$ cat config.mk
export PLATFORM = sky130hd
export DESIGN_NAME = delta_list_timer_queue_unit_flat
export DESIGN_NICKNAME = d
export VERILOG_FILES = /design/src/rtl/core/dltq_pkg.sv /design/src/rtl/core/dltq_if.sv /design/src/rtl/core/dltq_cell.sv /design/src/rtl/core/delta_list_timer_queue_unit.sv /design/src/flat_wrapper.sv
export VERILOG_INCLUDE_DIRS = /design/src /design/src/rtl/core
export SDC_FILE = /design/constraint.sdc
export NUM_CORES = 1
export LEC_CHECK = 0
export BUFFER_PORTS_ARGS = -buffer_cell sky130_fd_sc_hd__clkbuf_2
export CAP_MARGIN = 5
export CELL_PAD_IN_SITES_DETAIL_PLACEMENT = 0
export CELL_PAD_IN_SITES_GLOBAL_PLACEMENT = 2
export CORE_MARGIN = 1
export CORE_UTILIZATION = 47
export DETAILED_ROUTE_END_ITERATION = 7
export GPL_TIMING_DRIVEN = 0
export PLACE_DENSITY_LB_ADDON = 0.25
export SLEW_MARGIN = 20
export SYNTH_ARGS = -nofsm -noshare
export SYNTH_HDL_FRONTEND = slang
export SYNTH_SLANG_ARGS = --single-unit
$ cat constraint.sdc
create_clock -name clk -period 9.9 [get_ports clk]
set_input_delay 1.485 -clock clk [delete_from_list [all_inputs] [get_ports clk]]
set_output_delay 1.485 -clock clk [all_outputs]
set_load 0.1 [all_outputs]
$ cat src/rtl/core/delta_list_timer_queue_unit_assert.svh
// assertion macros for the delta-list timer queue
// needs a clock and an active-low reset passed in by the user
`ifndef DELTA_LIST_TIMER_QUEUE_UNIT_ASSERT_SVH
`define DELTA_LIST_TIMER_QUEUE_UNIT_ASSERT_SVH

// same-cycle implication, disabled during reset
`define DLTQ_ASSERT_NOW(lbl, clk, rst_n, ante, cons) \
    lbl: assert property (@(posedge clk) disable iff (!rst_n) (ante) |-> (cons)) \
        else $error("timer queue check failed");

// next-cycle implication, disabled during reset
`define DLTQ_ASSERT_NEXT(lbl, clk, rst_n, ante, cons) \
    lbl: assert property (@(posedge clk) disable iff (!rst_n) (ante) |=> (cons)) \
        else $error("timer queue check failed");

`endif

$ cat src/rtl/core/dltq_pkg.sv
// shared types and constants for the delta-list timer queue
// no dependencies
package dltq_pkg;

    // default sizes
    localparam int DEPTH_DEF   = 16;
    localparam int ID_BITS_DEF = 16;

    // fixed field widths
    localparam int SEQ_W   = 16;
    localparam int DELTA_W = 8;

    // register reset value
    localparam logic [DELTA_W-1:0] TIMEOUT_RST = 8'd5;

    // item kinds
    typedef enum logic [1:0] {
        KIND_TICK   = 2'd0,
        KIND_START  = 2'd1,
        KIND_CANCEL = 2'd2,
        KIND_NOP    = 2'd3
    } kind_t;

    // result status codes
    typedef enum logic [1:0] {
        ST_OK       = 2'd0,
        ST_NOTFOUND = 2'd1,
        ST_FULL     = 2'd2
    } status_t;

    // operation broadcast to every cell
    typedef enum logic [2:0] {
        OP_NONE,
        OP_DEC_HEAD,
        OP_SHIFT_ALL,
        OP_CANCEL,
        OP_APPEND
    } cell_op_t;

    typedef struct packed {
        cell_op_t           op;
        logic [DELTA_W-1:0] new_delta;
    } cell_ctrl_t;

endpackage

$ cat src/rtl/core/dltq_if.sv
// valid/ready channel interfaces for the delta-list timer queue
// depends on dltq_pkg
interface dltq_req_if;
    import dltq_pkg::*;

    logic             valid;
    logic             ready;
    logic [1:0]       kind;
    logic [SEQ_W-1:0] seq_id;

    modport source (output valid, output kind, output seq_id, input ready);
    modport sink (input valid, input kind, input seq_id, output ready);
endinterface

interface dltq_rsp_if #(
    parameter int CNT_W = 5
);
    import dltq_pkg::*;

    logic             valid;
    logic             ready;
    logic             expired_valid;
    logic [SEQ_W-1:0] expired_id;
    logic [1:0]       status;
    logic [CNT_W-1:0] entries;

    modport source (output valid, output expired_valid, output expired_id,
                    output status, output entries, input ready);
    modport sink (input valid, input expired_valid, input expired_id,
                  input status, input entries, output ready);
endinterface

$ cat src/rtl/core/dltq_cell.sv
// one timer slot of the delta-list chain: id, delta and match flag
// depends on dltq_pkg; takes its right neighbor's contents on a shift
module dltq_cell #(
    parameter int IDX     = 0,
    parameter int ID_BITS = dltq_pkg::ID_BITS_DEF,
    parameter int CNT_W   = 5
) (
    input  logic                         clk,
    input  dltq_pkg::cell_ctrl_t         ctrl,
    input  logic [ID_BITS-1:0]           key,
    input  logic [CNT_W-1:0]             count,
    input  logic [ID_BITS-1:0]           nb_id,
    input  logic [dltq_pkg::DELTA_W-1:0] nb_delta,
    input  logic                         found_in,
    output logic [ID_BITS-1:0]           id,
    output logic [dltq_pkg::DELTA_W-1:0] delta,
    output logic                         found_out,
    output logic [dltq_pkg::DELTA_W-1:0] drop_delta
);
    import dltq_pkg::*;

    localparam logic [CNT_W-1:0] MY_IDX  = CNT_W'(IDX);
    localparam logic [CNT_W-1:0] NEXT_IX = CNT_W'(IDX + 1);
    localparam bit               IS_HEAD = (IDX == 0);

    logic [ID_BITS-1:0] id_reg, id_next;
    logic [DELTA_W-1:0] delta_reg, delta_next;
    logic               match_reg, match_next;
    logic               occupied, first_hit, is_last;
    logic [DELTA_W:0]   merged;

    assign occupied = (MY_IDX < count);
    assign is_last  = (count == NEXT_IX);

    // match against the held key, registered for the apply cycle
    assign match_next = occupied && (id_reg == key);

    // first match from the head is the one that goes
    assign first_hit  = match_reg && !found_in;
    assign found_out  = found_in || match_reg;
    assign drop_delta = (first_hit && is_last) ? delta_reg : '0;

    // merged delta for the entry that follows a cancelled one
    assign merged = {1'b0, nb_delta} + {1'b0, delta_reg};

    // next contents per broadcast operation
    always_comb
    begin
        id_next    = id_reg;
        delta_next = delta_reg;
        unique case (ctrl.op)
            OP_NONE:
            begin
            end
            OP_DEC_HEAD:
            begin
                if (IS_HEAD && (delta_reg != '0))
                begin
                    delta_next = delta_reg - DELTA_W'(1);
                end
            end
            OP_SHIFT_ALL:
            begin
                id_next    = nb_id;
                delta_next = nb_delta;
            end
            OP_CANCEL:
            begin
                if (found_out)
                begin
                    id_next    = nb_id;
                    delta_next = nb_delta;
                    if (first_hit)
                    begin
                        delta_next = merged[DELTA_W] ? '1 : merged[DELTA_W-1:0];
                    end
                end
            end
            OP_APPEND:
            begin
                if (count == MY_IDX)
                begin
                    id_next    = key;
                    delta_next = ctrl.new_delta;
                end
            end
            default:
            begin
            end
        endcase
    end

    // slot storage, no reset
    always_ff @(posedge clk)
    begin
        id_reg    <= id_next;
        delta_reg <= delta_next;
        match_reg <= match_next;
    end

    assign id    = id_reg;
    assign delta = delta_reg;

endmodule

$ cat src/rtl/core/delta_list_timer_queue_unit.sv
// Delta-list timer queue: a row of slots, head at slot 0, all sharing one timeout.
// Sequence: an item is taken in idle, ids are compared against the held key in the
// match state, and the change is applied with the result in the apply state, which
// waits until the result register is free; the match is registered in every slot.
// A new item is taken only back in idle, once the previous one has been applied.
// Reset: queue empty, timeout back to 5, no result pending; slot contents untouched.
`include "delta_list_timer_queue_unit_assert.svh"

module delta_list_timer_queue_unit #(
    parameter int DEPTH   = dltq_pkg::DEPTH_DEF,
    parameter int ID_BITS = dltq_pkg::ID_BITS_DEF
) (
    input  logic                         clk,
    input  logic                         rst_n,
    input  logic                         cfg_we,
    input  logic [dltq_pkg::DELTA_W-1:0] cfg_wdata,
    dltq_req_if.sink                     req,
    dltq_rsp_if.source                   rsp
);
    import dltq_pkg::*;

    localparam int               CNT_W    = $clog2(DEPTH + 1);
    localparam logic [CNT_W-1:0] CNT_FULL = CNT_W'(DEPTH);

    typedef enum logic [1:0] {
        S_IDLE,
        S_MATCH,
        S_APPLY
    } state_t;

    state_t             state_reg, state_next;
    logic [1:0]         kind_reg;
    logic [ID_BITS-1:0] key_reg;
    logic [CNT_W-1:0]   count_reg, count_next;
    logic [DELTA_W-1:0] sum_reg, sum_next;
    logic [DELTA_W-1:0] timeout_reg;
    logic               out_valid_reg;
    logic               out_exp_reg, out_exp_next;
    logic [SEQ_W-1:0]   out_id_reg, out_id_next;
    logic [1:0]         out_status_reg, out_status_next;

    cell_ctrl_t         ctrl;
    logic               fire;
    logic               expire;
    logic [DELTA_W-1:0] drop_sum;
    logic [DELTA_W-1:0] append_delta;

    logic [ID_BITS-1:0] cell_id    [DEPTH];
    logic [DELTA_W-1:0] cell_delta [DEPTH];
    logic [DELTA_W-1:0] cell_drop  [DEPTH];
    logic [DEPTH:0]     found_chain;

    assign found_chain[0] = 1'b0;

    // the slot chain, each slot fed by its right neighbor
    for (genvar g = 0; g < DEPTH; g++)
    begin : g_cell
        logic [ID_BITS-1:0] nb_id;
        logic [DELTA_W-1:0] nb_delta;

        if (g == DEPTH - 1)
        begin : g_tail
            assign nb_id    = '0;
            assign nb_delta = '0;
        end
        else
        begin : g_mid
            assign nb_id    = cell_id[g+1];
            assign nb_delta = cell_delta[g+1];
        end

        dltq_cell #(
            .IDX     (g),
            .ID_BITS (ID_BITS),
            .CNT_W   (CNT_W)
        ) u_cell (
            .clk        (clk),
            .ctrl       (ctrl),
            .key        (key_reg),
            .count      (count_reg),
            .nb_id      (nb_id),
            .nb_delta   (nb_delta),
            .found_in   (found_chain[g]),
            .id         (cell_id[g]),
            .delta      (cell_delta[g]),
            .found_out  (found_chain[g+1]),
            .drop_delta (cell_drop[g])
        );
    end

    // delta of a cancelled tail slot, zero from all others
    always_comb
    begin
        drop_sum = '0;
        for (int i = 0; i < DEPTH; i++)
        begin
            drop_sum = drop_sum | cell_drop[i];
        end
    end

    // update fires once the result register is free
    assign fire         = (state_reg == S_APPLY) && (!out_valid_reg || rsp.ready);
    assign expire       = (count_reg != '0) && (cell_delta[0] <= DELTA_W'(1));
    assign append_delta = (timeout_reg > sum_reg) ? (timeout_reg - sum_reg) : '0;

    // operation decode and result
    always_comb
    begin
        ctrl.op         = OP_NONE;
        ctrl.new_delta  = append_delta;
        count_next      = count_reg;
        sum_next        = sum_reg;
        out_exp_next    = 1'b0;
        out_id_next     = '0;
        out_status_next = ST_OK;
        unique case (kind_t'(kind_reg))
            KIND_TICK:
            begin
                if (count_reg != '0)
                begin
                    if (cell_delta[0] != '0)
                    begin
                        sum_next = sum_reg - DELTA_W'(1);
                    end
                    if (expire)
                    begin
                        ctrl.op      = OP_SHIFT_ALL;
                        count_next   = count_reg - CNT_W'(1);
                        out_exp_next = 1'b1;
                        out_id_next  = SEQ_W'(cell_id[0]);
                    end
                    else
                    begin
                        ctrl.op = OP_DEC_HEAD;
                    end
                end
            end
            KIND_START:
            begin
                if (count_reg == CNT_FULL)
                begin
                    out_status_next = ST_FULL;
                end
                else
                begin
                    ctrl.op    = OP_APPEND;
                    count_next = count_reg + CNT_W'(1);
                    sum_next   = sum_reg + append_delta;
                end
            end
            KIND_CANCEL:
            begin
                if (found_chain[DEPTH])
                begin
                    ctrl.op    = OP_CANCEL;
                    count_next = count_reg - CNT_W'(1);
                    sum_next   = sum_reg - drop_sum;
                end
                else
                begin
                    out_status_next = ST_NOTFOUND;
                end
            end
            KIND_NOP:
            begin
            end
            default:
            begin
            end
        endcase
        if (!fire)
        begin
            ctrl.op = OP_NONE;
        end
    end

    // sequencer
    always_comb
    begin
        state_next = state_reg;
        unique case (state_reg)
            S_IDLE:
            begin
                if (req.valid)
                begin
                    state_next = S_MATCH;
                end
            end
            S_MATCH:
            begin
                state_next = S_APPLY;
            end
            S_APPLY:
            begin
                if (fire)
                begin
                    state_next = S_IDLE;
                end
            end
            default:
            begin
                state_next = S_IDLE;
            end
        endcase
    end

    // state, queue bookkeeping and result register
    always_ff @(posedge clk or negedge rst_n)
    begin
        if (!rst_n)
        begin
            state_reg     <= S_IDLE;
            count_reg     <= '0;
            sum_reg       <= '0;
            timeout_reg   <= TIMEOUT_RST;
            out_valid_reg <= 1'b0;
        end
        else
        begin
            state_reg <= state_next;
            if (cfg_we)
            begin
                timeout_reg <= cfg_wdata;
            end
            if (fire)
            begin
                count_reg     <= count_next;
                sum_reg       <= sum_next;
                out_valid_reg <= 1'b1;
            end
            else if (rsp.ready)
            begin
                out_valid_reg <= 1'b0;
            end
        end
    end

    // item payload and result payload, no reset
    always_ff @(posedge clk)
    begin
        if (req.valid && req.ready)
        begin
            kind_reg <= req.kind;
            key_reg  <= ID_BITS'(req.seq_id);
        end
        if (fire)
        begin
            out_exp_reg    <= out_exp_next;
            out_id_reg     <= out_id_next;
            out_status_reg <= out_status_next;
        end
    end

    assign req.ready         = (state_reg == S_IDLE);
    assign rsp.valid         = out_valid_reg;
    assign rsp.expired_valid = out_exp_reg;
    assign rsp.expired_id    = out_id_reg;
    assign rsp.status        = out_status_reg;
    assign rsp.entries       = count_reg;

    // checks on queue bookkeeping
    `DLTQ_ASSERT_NOW(a_count_bound, clk, rst_n, 1'b1, count_reg <= CNT_FULL)
    `DLTQ_ASSERT_NOW(a_empty_sum, clk, rst_n, count_reg == '0, sum_reg == '0)
    `DLTQ_ASSERT_NEXT(a_expire_pops, clk, rst_n, fire && out_exp_next,
        count_reg == $past(count_reg) - CNT_W'(1))
    `DLTQ_ASSERT_NOW(a_expire_ok, clk, rst_n, rsp.valid && rsp.expired_valid,
        rsp.status == ST_OK)

endmodule
$ cat src/flat_wrapper.sv
// flat-port wrapper written by rule: the top's interface ports become plain ports
module delta_list_timer_queue_unit_flat import dltq_pkg::*;
#(
    parameter int DEPTH   = dltq_pkg::DEPTH_DEF,
    parameter int ID_BITS = dltq_pkg::ID_BITS_DEF
)
  (clk, rst_n, cfg_we, cfg_wdata, req_valid, req_kind, req_seq_id, req_ready, rsp_valid, rsp_expired_valid, rsp_expired_id, rsp_status, rsp_entries, rsp_ready);
  dltq_req_if req_i ();
  dltq_rsp_if rsp_i ();
  input  logic clk;
  input  logic rst_n;
  input  logic cfg_we;
  input  logic [dltq_pkg::DELTA_W-1:0] cfg_wdata;
  input wire logic [$bits(req_i.valid)-1:0] req_valid;
  input wire logic [$bits(req_i.kind)-1:0] req_kind;
  input wire logic [$bits(req_i.seq_id)-1:0] req_seq_id;
  output wire logic [$bits(req_i.ready)-1:0] req_ready;
  output wire logic [$bits(rsp_i.valid)-1:0] rsp_valid;
  output wire logic [$bits(rsp_i.expired_valid)-1:0] rsp_expired_valid;
  output wire logic [$bits(rsp_i.expired_id)-1:0] rsp_expired_id;
  output wire logic [$bits(rsp_i.status)-1:0] rsp_status;
  output wire logic [$bits(rsp_i.entries)-1:0] rsp_entries;
  input wire logic [$bits(rsp_i.ready)-1:0] rsp_ready;
  assign req_i.valid = req_valid;
  assign req_i.kind = req_kind;
  assign req_i.seq_id = req_seq_id;
  assign req_ready = req_i.ready;
  assign rsp_valid = rsp_i.valid;
  assign rsp_expired_valid = rsp_i.expired_valid;
  assign rsp_expired_id = rsp_i.expired_id;
  assign rsp_status = rsp_i.status;
  assign rsp_entries = rsp_i.entries;
  assign rsp_i.ready = rsp_ready;
  delta_list_timer_queue_unit #(.DEPTH(DEPTH), .ID_BITS(ID_BITS)) u_core (.clk(clk), .rst_n(rst_n), .cfg_we(cfg_we), .cfg_wdata(cfg_wdata), .req(req_i), .rsp(rsp_i));
endmodule
Word level (Yosys, flattened, before mapping)
Index checks and enable logic that the tools add are counted.
{"block": "totals", "inputBits": 31, "output_inout_bits": 26, "regBits": 461, "wordCells": 477}
{"block": "classes", "add_sub_neg": 22, "mux": 169, "n_lt_le_gt_ge": 18, "n_eq_ne": 81, "bitwise": 15, "reduce_logical": 114}
{"operator": "$pmux W16 S3", "n": 16}
{"operator": "$mux W8", "n": 84}
{"operator": "$mux W16", "n": 32}
{"operator": "$pmux W8 S3", "n": 16}
{"operator": "$eq A16 B16 Y1", "n": 16}
{"operator": "$add A8 B8 Y9", "n": 15}
{"operator": "$or A8 B8 Y8", "n": 15}
{"operator": "$ne A2 B2 Y1 const B", "n": 36}
{"operator": "$reduce_and A3 Y1", "n": 17}
{"operator": "$logic_and A1 B1 Y1", "n": 50}
{"operator": "$eq A5 B4 Y1 const B", "n": 8}
{"operator": "$lt A4 B5 Y1 const A", "n": 8}
{"operator": "$pmux W8 S4", "n": 1}
{"operator": "$eq A5 B3 Y1 const B", "n": 4}
{"operator": "$lt A3 B5 Y1 const A", "n": 4}
{"operator": "$mux W5", "n": 4}
{"operator": "$logic_not A1 Y1", "n": 16}
{"operator": "$logic_or A1 B1 Y1", "n": 16}
{"operator": "$sub A8 B1 Y8 const B", "n": 2}
{"operator": "$sub A8 B8 Y8", "n": 2}
{"operator": "$pmux W5 S3", "n": 1}
{"operator": "$reduce_and A6 Y1", "n": 2}
{"operator": "$eq A5 B2 Y1 const B", "n": 2}
{"operator": "$lt A1 B5 Y1 const A", "n": 2}
{"operator": "other kinds (29)", "n": 50}

Depth between registers and ports, before layout
{"block": "logic_depth", "ltp_word": 22, "ltp_mapped": 23, "mapped_depth_nobuf": 22}

By module
Synthesis repeated with hierarchy kept, for this count alone.
{"block": "unflattened", "cells_unflattened": 3347, "area_unflattened_um2": 32748.9}
{"module": "delta_list_timer_queue_unit", "area_each_um2": 3764.9, "seq_area_each_um2": 1714.1, "instances": 1, "cells_per_inst": 364}
{"module": "dltq_cell at u_core.g_cell[0].u_cell", "area_each_um2": 2025.7, "seq_area_each_um2": 740.7, "instances": 1, "cells_per_inst": 224}
{"module": "dltq_cell at u_core.g_cell[1].u_cell", "area_each_um2": 1961.9, "seq_area_each_um2": 740.7, "instances": 1, "cells_per_inst": 216}
{"module": "dltq_cell at u_core.g_cell[9].u_cell", "area_each_um2": 1915.6, "seq_area_each_um2": 740.7, "instances": 1, "cells_per_inst": 213}
{"module": "dltq_cell at u_core.g_cell[13].u_cell", "area_each_um2": 1818.0, "seq_area_each_um2": 740.7, "instances": 1, "cells_per_inst": 200}
{"module": "dltq_cell at u_core.g_cell[5].u_cell", "area_each_um2": 1818.0, "seq_area_each_um2": 740.7, "instances": 1, "cells_per_inst": 199}
{"module": "dltq_cell at u_core.g_cell[4].u_cell", "area_each_um2": 1813.0, "seq_area_each_um2": 740.7, "instances": 1, "cells_per_inst": 200}
{"module": "dltq_cell at u_core.g_cell[8].u_cell", "area_each_um2": 1805.5, "seq_area_each_um2": 740.7, "instances": 1, "cells_per_inst": 196}
{"module": "dltq_cell at u_core.g_cell[6].u_cell", "area_each_um2": 1784.2, "seq_area_each_um2": 740.7, "instances": 1, "cells_per_inst": 157}
{"module": "dltq_cell at u_core.g_cell[2].u_cell", "area_each_um2": 1780.5, "seq_area_each_um2": 740.7, "instances": 1, "cells_per_inst": 193}
{"module": "dltq_cell at u_core.g_cell[14].u_cell", "area_each_um2": 1778.0, "seq_area_each_um2": 740.7, "instances": 1, "cells_per_inst": 195}
{"module": "dltq_cell at u_core.g_cell[10].u_cell", "area_each_um2": 1773.0, "seq_area_each_um2": 740.7, "instances": 1, "cells_per_inst": 192}
{"module": "dltq_cell at u_core.g_cell[12].u_cell", "area_each_um2": 1771.7, "seq_area_each_um2": 740.7, "instances": 1, "cells_per_inst": 191}
{"module": "dltq_cell at u_core.g_cell[3].u_cell", "area_each_um2": 1765.4, "seq_area_each_um2": 740.7, "instances": 1, "cells_per_inst": 155}
{"module": "+3 rows"}

Worst setup path after synthesis
OpenSTA, ideal clock, no wires.
{"block": "synth_path", "path_kind": "input to register", "start": "input port rsp_ready", "end": "register u_core.g_cell[9].u_cell.delta_reg[0], enable pin", "required_time_ns": 9.454, "setup_time_ns": 0.446, "path_buffers": 2, "cell_stages": 7, "t_arrival_ns": 5.493, "setup_slack_ns": 3.961, "cell_sequence": "nand2b_1 nor2b_1 nor2b_1 clkbuf_1 o21ai_1 clkbuf_1 a221oi_1"}
{"block": "synth_via", "elab_chain_len": 6, "elab_cells_between_ends": 10, "cone_classes": "eq/ne (5); mux (1); reduce/logical (4)"}
{"item": "start, declared", "line_no": "flat_wrapper.sv:23", "source": "input wire logic [$bits(rsp_i.ready)-1:0] rsp_ready;"}
{"item": "$logic_or A1 B1 Y1 (*)", "line_no": "delta_list_timer_queue_unit.sv:102", "source": "assign fire = (state_reg == S_APPLY) && (!out_valid_reg || rsp.ready);"}
{"item": "$logic_and A1 B1 Y1 (*)", "line_no": "delta_list_timer_queue_unit.sv:102"}
{"item": "via u_core.fire", "line_no": "delta_list_timer_queue_unit.sv:43", "source": "logic fire;"}
{"item": "$mux W3 (*)", "line_no": "delta_list_timer_queue_unit.sv:171", "source": "if (!fire)"}
{"item": "$eq A3 B3 Y1 or $eq A3 B2 Y1 (tied branches)", "line_no": "dltq_cell.sv:51", "source": "unique case (ctrl.op)"}
{"item": "$ne A2 B2 Y1 (no source line) or $reduce_bool A3 Y1 (tied branches)"}
{"item": "$reduce_and A3 Y1 (no source line) (*)"}
{"item": "end signal, assigned", "line_no": "dltq_cell.sv:97", "source": "delta_reg <= delta_next;"}
{"item": "end, declared", "line_no": "dltq_cell.sv:27", "source": "logic [DELTA_W-1:0] delta_reg, delta_next;"}
Mark *: on every way through the listed nets, which the timed path passes. The rest lies on a longest branch.
A chain may end at the register's enable or synchronous reset.

Worst setup path after layout
{"block": "layout_path", "start": "register u_core.count_reg[1] (netlist: u_core.rsp.entries[1])", "end": "register u_core.sum_reg[7]"}
{"block": "layout_via", "elab_chain_len": 21, "elab_cells_between_ends": 70, "cone_classes": "add/sub (1); eq/ne (18); mux (18); bitwise (15); reduce/logical (18)"}
{"item": "start, declared", "line_no": "delta_list_timer_queue_unit.sv:34", "source": "logic [CNT_W-1:0] count_reg, count_next;"}
{"item": "start signal, assigned", "line_no": "delta_list_timer_queue_unit.sv:227", "source": "count_reg <= count_next;"}
{"item": "$eq A5 B1 Y1 or $eq A5 B2 Y1 (tied branches)", "line_no": "dltq_cell.sv:33", "source": "assign is_last = (count == NEXT_IX);"}
{"item": "$logic_and A1 B1 Y1", "line_no": "dltq_cell.sv:41", "source": "assign drop_delta = (first_hit && is_last) ? delta_reg : '0;"}
{"item": "$mux W8", "line_no": "dltq_cell.sv:41"}
{"item": "$or A8 B8 Y8 (15 in a row)", "line_no": "delta_list_timer_queue_unit.sv:97", "source": "drop_sum = drop_sum | cell_drop[i];"}
{"item": "$sub A8 B8 Y8", "line_no": "delta_list_timer_queue_unit.sv:157", "source": "sum_next = sum_reg - drop_sum;"}
{"item": "$mux W8", "line_no": "delta_list_timer_queue_unit.sv:153", "source": "if (found_chain[DEPTH])"}
{"item": "$pmux W8 S3", "line_no": "delta_list_timer_queue_unit.sv:116", "source": "unique case (kind_t'(kind_reg))"}
{"item": "end signal, assigned", "line_no": "delta_list_timer_queue_unit.sv:228", "source": "sum_reg <= sum_next;"}
{"item": "end, declared", "line_no": "delta_list_timer_queue_unit.sv:35", "source": "logic [DELTA_W-1:0] sum_reg, sum_next;"}
Several ways; a longest one is shown, not always the timed one. The select of a mux whose other input is x is not followed.

==> qor.csv <==
metric,value,unit
yosysWarnings,0,
maxSlewViolCount,0,
via_count,23338,
cts_tree,done,
tightest_slew,1220,ps
area_growth,13.1,%
synth_edf_count,421,
fp.dieArea,0.0633,mm2
grt.overflow.total,0,
startpoint,u_core.rsp.entries[1],
r2r_cells,21,
slew_headroom,18.3,%
gr-usage-all-layers,31.6,%
synthCells,2733,
antenna_left,0,
largest_reg_flops,256,
numCtsBuffers,53,
grt_pass1_vias,22864,
drive_gt1_share,10.6,%
via_per_inst,6.22,
async_flop_share,5.21,%
cp.arrival,6170,ps
drcViolationCount,0,
coreArea,0.0616,mm2
crit_type,register to register,
fin_crit_sh,56.9,%
status,finished clean,
vdd_ir_drop_max,0.161,mV
crit_required,10440,ps
rr_endpoint,u_core.sum_reg[7],
r2r-start,u_core.rsp.entries[1],
clkTransAtPathRegs,60,ps
initial_core_util,47.5,%
hold_buffers,0,
fp.dieH,252,um
p_leak,13.1,nW
max_freq,178,MHz
grt_pass1_wl,149000,um
crit_path_end_kind,register,
drt_iter0_drc,2369,
antenna_found_initial,0,
crit_fanout,10,
clk_path_buf_depth,3,
final_common_cell,edfxtp_1,
synthFlopType,edfxtp_1,
gp_congestion,0.959,
crit_path_end,u_core.sum_reg[7],
synth_area,0.0293,mm2
cts_resized,0,
rsz0062_at_grt,false,
power_density,187,mW/mm2
clockRootBuffer,clkbuf_16,
clkSinkCount,461,
final_core_util,53.7,%
synth_seq_cells,461,
cts_setup_buffers,0,
startpoint_type,register,
finalHoldViolCount,0,
hold_path_class,register to register,
cts_max_level,2,
wl,101000,um
synth_fp_nets,2929,
min_period,5630,ps
num_rows,91,
ys_seq_area_share,46.3,%
grt_max_degree,25,
ios,57,
wl_per_cell,26.9,um
yosysUniqueCellTypes,91,
portBuffers,55,
setup-tns-final,0,ps
r2r_slack,4270,ps
insertion_delay,630,ps
maxCapViolCount,0,
final_cell_mix,"edfxtp_1, a21o_1, xnor2_1",
setup_viol,0,
firstDrtPassIters,5,
die_w,252,um
final_nets,3064,
hpwl,76400,um
fin_worst_skew,21.2,ps
avgSynthCellArea,10.7,um2
## per-stage QoR
| stage | power, mW | instances | area (um2) | setup slack, ps | hold WS (ps) |
|---|---|---|---|---|---|
| 2_1_floorplan | 3.53 | 2733 | 29300 | 3960 | 470 |
| 3_3_place_gp | 3.96 | 3625 | 30600 | 426 | 487 |
| 3_5_place_dp | 4.01 | 3649 | 31100 | 4050 | 515 |
| 4_1_cts | 6.21 | 3748 | 33100 | 4330 | 530 |
| 5_1_grt | 6.43 | 3749 | 33100 | 3920 | 557 |
| 6_report | 6.20 | 3750 | 33100 | 4270 | 530 |
## kinds of logic (layout without fill, tap and decap cells)
kind of cell    count (synthesis)  in the layout  share of synthesized area, %
other cells                     0              1                             0
flops                         461            461                          46.3
compound gates                829            829                          19.7
fa+ha+maj                     165            165                          7.49
xor+xnor                      334            334                          9.99
mux                            23             23                         0.825
simple gates                  659            659                          11.8
buf+inv                       262            441                          3.81
## cells in the mapped netlist, drive strengths merged, types with 7 or more instances
cell	n	area, um2
edfxtp	421	12600
a21o	262	1970
xnor2	171	1500
xor2	163	1430
ha	148	1850
nand2	143	554
a21oi	142	711
o21ai	130	651
nor2	116	438
clkbuf	105	412
inv	93	349
nor3	78	395
buf	61	342
nand3	57	290
nor4	54	353
o221ai	46	403
nand4	40	250
and2	32	200
a221oi	31	272
nor2b	29	181
and3	27	169
nand2b	26	163
o211ai	24	180
a22oi	23	173
dfrtp	22	551
o21a	20	150
a31oi	19	119
a22o	18	158
fa	17	340
dfxtp	16	320
a21boi	15	113
a211oi	14	105
mux2i	14	140
a2111oi	12	105
o2111ai	12	105
mux2	9	101
nor3b	9	67.6
nor4bb	9	90.1
o21bai	8	60.1
or2	7	43.8
## layout make-up
| class | instances | area (um2) |
|---|---|---|
| inverter | 96 | 362 |
| buffer | 166 | 756 |
| tap | 837 | 1050 |
| sequential | 461 | 13600 |
| clock buffer | 66 | 1500 |
| multi-input combinational | 2010 | 14800 |
| timing repair buffer | 80 | 591 |
| antenna | 1 | 2.50 |
| clock inverter | 33 | 443 |
| fill | 5492 | 28500 |
## layer usage
layer,part of all wire [%],global-route usage [%]
met1,43,43.0
met2,47,52.5
met3,6.3,3.46
met4,3.3,10.3
met5,0,0
## worst max-delay path: stages, from the launching register on
cell      delay (ps)
dfrtp_1          520
clkbuf_1         440
inv_1            190
ha_1             300
nor4bb_1         210
and2_0           200
clkbuf_1         160
a22o_1           280
a221oi_1         210
nand3_1          220
a221oi_1         390
a31oi_1          210
a31oi_1          380
ha_1             310
nor2b_1          120
o21ai_0          240
a21oi_1          140
nor4_1           210
nor3_1           120
and4_1           160
nor3_1           360
xnor2_1          180
## worst min path at each step
stage	cells after the start	slack, ps	endpoint	from
3_5_place_dp	2	510	u_core.state_reg[1]	u_core.state_reg[0]
5_1_grt	1	560	u_core.timeout_reg[3]	u_core.timeout_reg[3]
3_3_place_gp	2	490	u_core.state_reg[1]	u_core.state_reg[0]
2_1_floorplan	2	470	u_core.state_reg[1]	u_core.state_reg[0]
6_report	1	530	u_core.timeout_reg[3]	u_core.timeout_reg[3]
4_1_cts	2	530	u_core.state_reg[1]	u_core.state_reg[0]
## report_power, final
part           internal, mW  switching (mW)  total (mW)
clock network          1.32           0.879        2.20
registers              2.28           0.113        2.39
logic                 0.532            1.08        1.62
(Power assumes the default switching activity.)
